==> config.mk <==
export PLATFORM = sky130hd
export DESIGN_NAME = head_shoulders_pattern_detector
export DESIGN_NICKNAME = d
export VERILOG_FILES = /design/src/rtl/core/hsd_pkg.sv /design/src/rtl/core/head_shoulders_pattern_detector.sv /design/src/rtl/core/hsd_ram.sv /design/src/rtl/core/hsd_scan.sv
export SDC_FILE = /design/constraint.sdc
export NUM_CORES = 2
export LEC_CHECK = 0
export BUFFER_PORTS_ARGS = -buffer_cell sky130_fd_sc_hd__buf_4
export CORE_ASPECT_RATIO = 2
export CORE_MARGIN = 2
export CORE_UTILIZATION = 50
export CTS_CLUSTER_DIAMETER = 80
export CTS_CLUSTER_SIZE = 16
export DETAILED_ROUTE_END_ITERATION = 10
export PLACE_DENSITY = 0.65
export SLEW_MARGIN = 40
export SYNTH_ARGS = -nofsm -noshare
export SYNTH_HDL_FRONTEND = slang
export SYNTH_SLANG_ARGS = --single-unit
export TNS_END_PERCENT = 20
==> constraint.sdc <==
create_clock -name clk -period 10.73 [get_ports clk]
set_input_delay 0.5365 -clock clk [delete_from_list [all_inputs] [get_ports clk]]
set_output_delay 0.5365 -clock clk [all_outputs]
set_load 0.02 [all_outputs]
==> src/rtl/core/hsd_pkg.sv <==
// Shared types and constants of the head-and-shoulders pattern detector.
`default_nettype none

package hsd_pkg;

    localparam int PRICE_BITS     = 32;
    localparam int WIN_W          = 7;
    localparam int CNT_W          = 8;
    localparam int MAX_WINDOW_DEF = 64;

    localparam logic [WIN_W-1:0] WINDOW_RESET = 7'd20;
    localparam logic [WIN_W-1:0] MIN_WINDOW   = 7'd4;
    localparam logic [CNT_W-1:0] FILL_MAX     = 8'd255;

    typedef struct packed {
        logic [PRICE_BITS-1:0] price;
        logic                  series_end;
    } hsd_in_t;

    typedef struct packed {
        logic center_valid;
        logic center_flag;
        logic series_end_out;
    } hsd_out_t;

    typedef struct packed {
        logic             start;
        logic [WIN_W-1:0] w;
    } hsd_scan_req_t;

    typedef struct packed {
        logic done;
        logic flag;
    } hsd_scan_res_t;

endpackage

`default_nettype wire

==> src/rtl/core/head_shoulders_pattern_detector.sv <==
// Top level of the head-and-shoulders pattern detector.
//
// Price requests enter on in_valid/in_ready, one result request leaves on
// out_valid/out_ready for every price taken. The block holds the last
// 2*MAX_WINDOW prices in a RAM and keeps a fill count of the current series.
// When 2W prices of the series are held, W lies between MIN_WINDOW and
// MAX_WINDOW and the price does not end the series, one comparator pair
// walks the 2W stored prices, one per cycle, and then checks the shoulders
// against the head in the compare states S_CMP1 and S_CMP2. An evaluated
// price passes through the scan and then S_HOLD before the result register
// loads; any other price goes straight to S_HOLD. A new price can be taken
// in the cycle after the result register loads. in_ready is high only while
// no price is in work. The result waits in the output register while the
// receiver stalls, and a finished result is held back until that register
// is free. Reset clears the write pointer, the fill count and all handshake
// state and sets the window size to 20; the RAM contents are not cleared.
// The window size is written through cfg_we/cfg_wdata; the user must write
// it only while the block is idle, as the block itself does not enforce it.
`default_nettype none

module head_shoulders_pattern_detector
    import hsd_pkg::*;
#(
    parameter int MAX_WINDOW = MAX_WINDOW_DEF
) (
    input  wire logic             clk,
    input  wire logic             rst_n,
    input  wire logic             in_valid,
    output logic                  in_ready,
    input  wire hsd_in_t          in_data,
    output logic                  out_valid,
    input  wire logic             out_ready,
    output hsd_out_t              out_data,
    input  wire logic             cfg_we,
    input  wire logic [WIN_W-1:0] cfg_wdata
);

    localparam int DEPTH = 2 * MAX_WINDOW;
    localparam int PTR_W = $clog2(DEPTH);
    localparam logic [PTR_W-1:0] LAST_PTR = PTR_W'(DEPTH - 1);

    typedef enum logic [1:0] {
        S_IDLE,
        S_SCAN,
        S_HOLD
    } state_t;

    state_t            state_reg;
    logic [WIN_W-1:0]  window_reg;
    logic [PTR_W-1:0]  wp_reg;
    logic [CNT_W-1:0]  fill_reg;
    logic              last_reg;
    hsd_out_t          pend_reg;
    logic              out_valid_reg;
    hsd_out_t          out_data_reg;

    logic              in_accept;
    logic [CNT_W-1:0]  fill_inc;
    logic              eval;
    logic              out_load;
    logic              rd_en;
    logic [PTR_W-1:0]  rd_addr;
    logic [PRICE_BITS-1:0] rd_data;
    hsd_scan_req_t     scan_req;
    hsd_scan_res_t     scan_res;

    assign in_ready  = (state_reg == S_IDLE);
    assign in_accept = in_valid && in_ready;
    assign fill_inc  = (fill_reg < FILL_MAX) ? fill_reg + CNT_W'(1) : fill_reg;
    assign eval      = (window_reg >= MIN_WINDOW)
                    && (32'(window_reg) <= 32'(MAX_WINDOW))
                    && (fill_inc >= {window_reg, 1'b0})
                    && !in_data.series_end;
    assign out_load  = (state_reg == S_HOLD) && (!out_valid_reg || out_ready);

    assign scan_req.start = in_accept && eval;
    assign scan_req.w     = window_reg;

    assign out_valid = out_valid_reg;
    assign out_data  = out_data_reg;

    hsd_ram #(
        .WIDTH (PRICE_BITS),
        .DEPTH (DEPTH)
    ) u_history (
        .clk   (clk),
        .we    (in_accept),
        .waddr (wp_reg),
        .wdata (in_data.price),
        .re    (rd_en),
        .raddr (rd_addr),
        .rdata (rd_data)
    );

    hsd_scan #(
        .MAX_WINDOW (MAX_WINDOW)
    ) u_scan (
        .clk     (clk),
        .rst_n   (rst_n),
        .req     (scan_req),
        .newest  (wp_reg),
        .rd_en   (rd_en),
        .rd_addr (rd_addr),
        .rd_data (rd_data),
        .res     (scan_res)
    );

    always_ff @(posedge clk or negedge rst_n)
    begin
        if (!rst_n)
        begin
            state_reg     <= S_IDLE;
            window_reg    <= WINDOW_RESET;
            wp_reg        <= '0;
            fill_reg      <= '0;
            out_valid_reg <= 1'b0;
        end
        else
        begin
            if (cfg_we)
            begin
                window_reg <= cfg_wdata;
            end
            if (out_load)
            begin
                out_valid_reg <= 1'b1;
            end
            else if (out_valid_reg && out_ready)
            begin
                out_valid_reg <= 1'b0;
            end
            case (state_reg)
                S_IDLE:
                begin
                    if (in_accept)
                    begin
                        wp_reg   <= (wp_reg == LAST_PTR) ? '0 : wp_reg + PTR_W'(1);
                        fill_reg <= in_data.series_end ? '0 : fill_inc;
                        last_reg <= in_data.series_end;
                        pend_reg.center_valid   <= 1'b0;
                        pend_reg.center_flag    <= 1'b0;
                        pend_reg.series_end_out <= in_data.series_end;
                        state_reg <= eval ? S_SCAN : S_HOLD;
                    end
                end
                S_SCAN:
                begin
                    if (scan_res.done)
                    begin
                        pend_reg.center_valid   <= 1'b1;
                        pend_reg.center_flag    <= scan_res.flag;
                        pend_reg.series_end_out <= last_reg;
                        state_reg <= S_HOLD;
                    end
                end
                S_HOLD:
                begin
                    if (out_load)
                    begin
                        out_data_reg <= pend_reg;
                        state_reg    <= S_IDLE;
                    end
                end
                default:
                begin
                    state_reg <= S_IDLE;
                end
            endcase
        end
    end

    a_busy_after_accept: assert property (@(posedge clk) disable iff (!rst_n)
        in_accept |=> !in_ready)
        else $error("price taken while a previous one is still in work");

    a_flag_needs_valid: assert property (@(posedge clk) disable iff (!rst_n)
        out_valid |-> !(out_data.center_flag && !out_data.center_valid))
        else $error("pattern flag raised without an evaluated window");

    a_end_not_evaluated: assert property (@(posedge clk) disable iff (!rst_n)
        out_valid |-> !(out_data.series_end_out && out_data.center_valid))
        else $error("last price of a series completed a window");

    a_done_in_scan: assert property (@(posedge clk) disable iff (!rst_n)
        scan_res.done |-> (state_reg == S_SCAN))
        else $error("scan finished outside the scan state");

endmodule

`default_nettype wire

==> src/rtl/core/hsd_ram.sv <==
// Generic simple dual-port RAM with registered read data.
`default_nettype none

module hsd_ram #(
    parameter int WIDTH = 32,
    parameter int DEPTH = 128
) (
    input  wire logic                     clk,
    input  wire logic                     we,
    input  wire logic [$clog2(DEPTH)-1:0] waddr,
    input  wire logic [WIDTH-1:0]         wdata,
    input  wire logic                     re,
    input  wire logic [$clog2(DEPTH)-1:0] raddr,
    output logic      [WIDTH-1:0]         rdata
);

    logic [WIDTH-1:0] mem [DEPTH];

    always_ff @(posedge clk)
    begin
        if (we)
        begin
            mem[waddr] <= wdata;
        end
        if (re)
        begin
            rdata <= mem[raddr];
        end
    end

endmodule

`default_nettype wire

==> src/rtl/core/hsd_scan.sv <==
// Window scan sequencer with the shared compare unit.
`default_nettype none

module hsd_scan
    import hsd_pkg::*;
#(
    parameter int MAX_WINDOW = MAX_WINDOW_DEF,
    parameter int DEPTH      = 2 * MAX_WINDOW,
    parameter int PTR_W      = $clog2(DEPTH)
) (
    input  wire logic                  clk,
    input  wire logic                  rst_n,
    input  wire hsd_scan_req_t         req,
    input  wire logic [PTR_W-1:0]      newest,
    output logic                       rd_en,
    output logic      [PTR_W-1:0]      rd_addr,
    input  wire logic [PRICE_BITS-1:0] rd_data,
    output hsd_scan_res_t              res
);

    localparam int AW = ((PTR_W > CNT_W) ? PTR_W : CNT_W) + 1;
    localparam logic [AW-1:0]    DEPTH_A  = AW'(DEPTH);
    localparam logic [PTR_W-1:0] LAST_PTR = PTR_W'(DEPTH - 1);

    typedef enum logic [1:0] {
        S_IDLE,
        S_SCAN,
        S_CMP1,
        S_CMP2
    } state_t;

    state_t                  state_reg;
    logic [WIN_W-1:0]        w_reg;
    logic [CNT_W-1:0]        total_reg;
    logic [CNT_W-1:0]        issue_reg;
    logic [PTR_W-1:0]        addr_reg;
    logic                    dv_reg;
    logic [CNT_W-1:0]        dj_reg;
    logic [PRICE_BITS-1:0]   lmax_reg;
    logic [PRICE_BITS-1:0]   hmax_reg;
    logic [PRICE_BITS-1:0]   hmin_reg;
    logic [PRICE_BITS-1:0]   rmax_reg;
    logic                    ok1_reg;
    hsd_scan_res_t           res_reg;

    logic [CNT_W-1:0]        total_req;
    logic [AW-1:0]           nxt_a;
    logic [PTR_W-1:0]        start_addr;
    logic [CNT_W-1:0]        half;
    logic [CNT_W-1:0]        w_ext;
    logic                    in_left;
    logic                    in_head;
    logic [PRICE_BITS-1:0]   a0;
    logic [PRICE_BITS-1:0]   b0;
    logic [PRICE_BITS-1:0]   a1;
    logic [PRICE_BITS-1:0]   b1;
    logic                    gt0;
    logic                    gt1;

    assign total_req = {req.w, 1'b0};
    assign nxt_a     = AW'(newest) + AW'(1);
    assign half      = CNT_W'(w_reg >> 1);
    assign w_ext     = CNT_W'(w_reg);
    assign in_left   = dj_reg < half;
    assign in_head   = !in_left && (dj_reg < w_ext);

    always_comb
    begin
        if (nxt_a >= AW'(total_req))
        begin
            start_addr = PTR_W'(nxt_a - AW'(total_req));
        end
        else
        begin
            start_addr = PTR_W'(nxt_a + DEPTH_A - AW'(total_req));
        end
    end

    // Two magnitude comparators, steered by the sequencer state.
    always_comb
    begin
        a0 = rd_data;
        b0 = rmax_reg;
        a1 = hmin_reg;
        b1 = rd_data;
        case (state_reg)
            S_CMP1:
            begin
                a0 = hmax_reg;
                b0 = lmax_reg;
                a1 = lmax_reg;
                b1 = hmin_reg;
            end
            S_CMP2:
            begin
                a0 = hmax_reg;
                b0 = rmax_reg;
                a1 = rmax_reg;
                b1 = hmin_reg;
            end
            default:
            begin
                if (in_left)
                begin
                    b0 = lmax_reg;
                end
                else if (in_head)
                begin
                    b0 = hmax_reg;
                end
            end
        endcase
    end

    assign gt0 = a0 > b0;
    assign gt1 = a1 > b1;

    assign rd_en   = (state_reg == S_SCAN) && (issue_reg < total_reg);
    assign rd_addr = addr_reg;
    assign res     = res_reg;

    always_ff @(posedge clk or negedge rst_n)
    begin
        if (!rst_n)
        begin
            state_reg <= S_IDLE;
            dv_reg    <= 1'b0;
            res_reg   <= '0;
        end
        else
        begin
            res_reg.done <= 1'b0;
            dv_reg       <= rd_en;
            dj_reg       <= issue_reg;
            case (state_reg)
                S_IDLE:
                begin
                    if (req.start)
                    begin
                        w_reg     <= req.w;
                        total_reg <= total_req;
                        issue_reg <= '0;
                        addr_reg  <= start_addr;
                        state_reg <= S_SCAN;
                    end
                end
                S_SCAN:
                begin
                    if (rd_en)
                    begin
                        issue_reg <= issue_reg + CNT_W'(1);
                        addr_reg  <= (addr_reg == LAST_PTR) ? '0 : addr_reg + PTR_W'(1);
                    end
                    if (dv_reg)
                    begin
                        if (in_left)
                        begin
                            if (dj_reg == '0 || gt0)
                            begin
                                lmax_reg <= rd_data;
                            end
                        end
                        else if (in_head)
                        begin
                            if (dj_reg == half || gt0)
                            begin
                                hmax_reg <= rd_data;
                            end
                            if (dj_reg == half || gt1)
                            begin
                                hmin_reg <= rd_data;
                            end
                        end
                        else
                        begin
                            if (dj_reg == w_ext || gt0)
                            begin
                                rmax_reg <= rd_data;
                            end
                        end
                        if (dj_reg == total_reg - CNT_W'(1))
                        begin
                            state_reg <= S_CMP1;
                        end
                    end
                end
                S_CMP1:
                begin
                    ok1_reg   <= gt0 && gt1;
                    state_reg <= S_CMP2;
                end
                S_CMP2:
                begin
                    res_reg.done <= 1'b1;
                    res_reg.flag <= ok1_reg && gt0 && gt1;
                    state_reg    <= S_IDLE;
                end
                default:
                begin
                    state_reg <= S_IDLE;
                end
            endcase
        end
    end

endmodule

`default_nettype wire

==> impl_metrics.env <==
export IMPL_synth_xor_area_share_pct=0.166
export IMPL_ir_worst_vdd_mv=0.148
export IMPL_clk_pin_slew_ns=0.08
export IMPL_grt_usage_pct=27.8
export IMPL_drive_gt1_share_pct=26.0
export IMPL_clkPwrFrac_pct=27.0
export IMPL_rows=301
export IMPL_layout_cells_non_filler=12300
export IMPL_intPower_mw=28.1
export IMPL_synth_seq_area_share_pct=77.0
export IMPL_drt_vias_per_instance=6.74
export IMPL_cts_max_level=5
export IMPL_placedCellCount=11900
export IMPL_synth_compound_area_share_pct=2.85
export IMPL_swShare_pct=30.0
export IMPL_largest_register_ffs=4096
export IMPL_post_drt_wl_per_cell_microns=39.0
export IMPL_final_common_cell="edfxtp_1"
export IMPL_cts_repair_resize_count=0
export IMPL_nets=7955
export IMPL_synth_top_family_by_area="multiplexers"
export IMPL_p_sw_mw=12.1
export IMPL_vias=82700
export IMPL_first_iter_violations=10700
export IMPL_synth_ff_type="edfxtp_1"
export IMPL_synthMuxAreaShare_pct=16.4
export IMPL_die_h_microns=825
export IMPL_area_growth_pct=9.81
export IMPL_final_cell_mix="edfxtp_1 (4,294), mux4_2 (1,087), clkbuf_16 (325), buf_4 (308), mux2i_1 (249)"
export IMPL_grt_max_degree=133
export IMPL_synth_seq_cells=4324
export IMPL_seqPwrFrac_pct=47.6
export IMPL_top_register="u_history.mem"
export IMPL_cts_hold_buf=13
export IMPL_antenna_found_initial=36
export IMPL_syn_area_sq_um=168000
export IMPL_grt_pass1_wl_mm=661
export IMPL_outcome="complete, no violations"
export IMPL_place_congestion=0.923
export IMPL_post_synth_top_area_cell="edfxtp_1"
export IMPL_fin_worst_skew_ns=0.0518
export IMPL_clock_sinks=4324
export IMPL_final_antenna_net_count=0
export IMPL_core_area_sq_um=336000
export IMPL_syn_area_per_cell_sq_um=22.4
export IMPL_rsz0062_at_grt="no"
export IMPL_slew_headroom_pct=33.3
export IMPL_ys_types=75
export IMPL_synth_nets=7660
export IMPL_endpoint_kind="register"
export IMPL_cts_tree="done"
export IMPL_cp_required_ns=11.29
export IMPL_pin_count=50
export IMPL_slew_violations=0
export IMPL_critPathKind="reg2reg"
export IMPL_cp_max_fo=53
export IMPL_cp_arrival_ns=6.22
export IMPL_synth_adder_area_share_pct=0.807
export IMPL_clock_latency_ns=0.92
export IMPL_hpwl_mm=281
export IMPL_fmaxAchievable_mhz=177
export IMPL_synth_top_cell_area_share_pct=76.5
export IMPL_p_leak_nw=57.2
export IMPL_clock_path_buffers=4
export IMPL_synthSimpleGateAreaFrac_pct=1.53
export IMPL_die_area_sq_um=342000
export IMPL_setup_viol=0
export IMPL_first_pass_iters=7
export IMPL_drc_errors=0
export IMPL_hold_violations=0
export IMPL_power_density_nw_per_um2=217
export IMPL_hold_path_class="in2reg"
export IMPL_routed_wl_mm=479
export IMPL_fin_crit_sh_pct=52.8
export IMPL_die_w_microns=414
export IMPL_portBuffers=49
export IMPL_grt_overflow_total=0
export IMPL_ys_warn_count=0
export IMPL_cts_root_buf="clkbuf_16"
export IMPL_worst_slew_pin_slew_ns=1.00
export IMPL_pwr_share_comb_pct=25.4
export IMPL_max_cap_viol_count=0
export IMPL_post_cts_buffers=0
export IMPL_synth_edf_count=4294
export IMPL_tns_ns=0
export IMPL_start_util_pct=50.2
export IMPL_cp_start_kind="register"
export IMPL_finalCriticalPeriod_ns=5.66
export IMPL_synthTopCellsByArea="edfxtp_1 (77%), mux4_2 (15%), mux2i_1 (1.5%)"
export IMPL_synthArstFlopShare_pct=0.694
export IMPL_first_global_vias=84100
export IMPL_numCtsBuffers=312
export IMPL_synthCells=7507
export IMPL_power_mw=40.2
[per-layer routing]
metal | up-vias | track usage (%) | wire [microns]
met4 | 14 | 18.9 | 39200
li1 | 32400 | - | -
met3 | 1034 | 4.21 | 38200
met2 | 4463 | 47.7 | 244000
met1 | 44800 | 32.5 | 157000
met5 | - | 0 | 92
[synthesized netlist by cell type, types with 35 or more instances]
cell	number
a211oi_1	35
a21o_1	40
a21oi_1	114
a22o_1	54
a22oi_1	108
buf_1	45
buf_2	106
buf_4	55
clkbuf_1	163
edfxtp_1	4294
ha_1	107
mux2_2	49
mux2i_1	251
mux4_2	1087
nand2_1	128
nand3_1	63
nor2_1	198
o21ai_0	56
o22ai_1	79
[final cells by class]
cell class                      count  area (sq um)
Fill cell                       24400        151000
Timing Repair Buffer              381          3420
Antenna cell                       31          77.6
Multi-Input combinational cell   2753         37900
Sequential cell                  4324        130000
Clock buffer                      348          8220
Tap cell                         4393          5500
Inverter                           30           113
Clock inverter                      7          68.8
[power groups by stage]
stage / Sequential, mW / Combinational (mW) / Clock, mW
6_report: 19.1 / 10.2 / 10.9
5_1_grt: 19.1 / 10.5 / 11.5
4_1_cts: 19.1 / 10.1 / 11.0
3_5_place_dp: 19.5 / 10.1 / 0
3_3_place_gp: 19.5 / 9.91 / 0
2_1_floorplan: 19.4 / 5.97 / 0
[logic make-up (layout without fill, tap and decap cells)]
kind of cell | after synthesis | after routing
flops | 4324 | 4324
mux | 1387 | 1387
xor+xnor | 32 | 32
compound gates | 675 | 675
buf+inv | 430 | 766
fa+ha+maj | 108 | 108
other cells | 0 | 31
simple gates | 551 | 551
[critical path, cell delays in order, from the launching register on]
cell and delay (ns):
dfrtp_1 0.40, inv_1 0.09, ha_1 0.20, buf_4 0.27
nor2_4 0.15, buf_4 0.49, buf_4 0.66, mux2_2 0.42
ha_1 0.29, nor2b_1 0.15, o211ai_1 0.18, a2111oi_0 0.42
nor4_1 0.11, o221a_2 0.37, a211oi_4 0.52, buf_4 0.45
[path summary, 6_finish.rpt]
path	start	endpoint	slack, ns	cells past startpoint
worst min-delay path	in_data[31]	u_history.mem[34][30]	0.07	1
worst max-delay path	u_scan.state_reg[0]	u_scan.lmax_reg[13]	5.07	15
worst min register to register	pend_reg[1]	out_data[1]	0.42	0
worst max register to register	u_scan.state_reg[0]	u_scan.lmax_reg[13]	5.07	15
min in group asynchronous	rst_n	out_valid	0.16	2
max in group asynchronous	rst_n	wp_reg[5]	10.16	2
[metrics by stage]
| stage | utilization [%] | area, sq um | hold WS [ns] | worst slack (ns) |
|---|---|---|---|---|
| floorplan | - | 168000 | 0.241 | 1.63 |
| global placement | 52.4 | 176000 | 0.409 | 5.22 |
| detailed placement | 52.5 | 176000 | 0.407 | 5.12 |
| CTS | 55.0 | 185000 | 0.0174 | 5.08 |
| global route | 55.1 | 185000 | 0.0656 | 4.65 |
| finish | 55.1 | 185000 | 0.0748 | 5.07 |
Power figures use the tool's default switching activity.
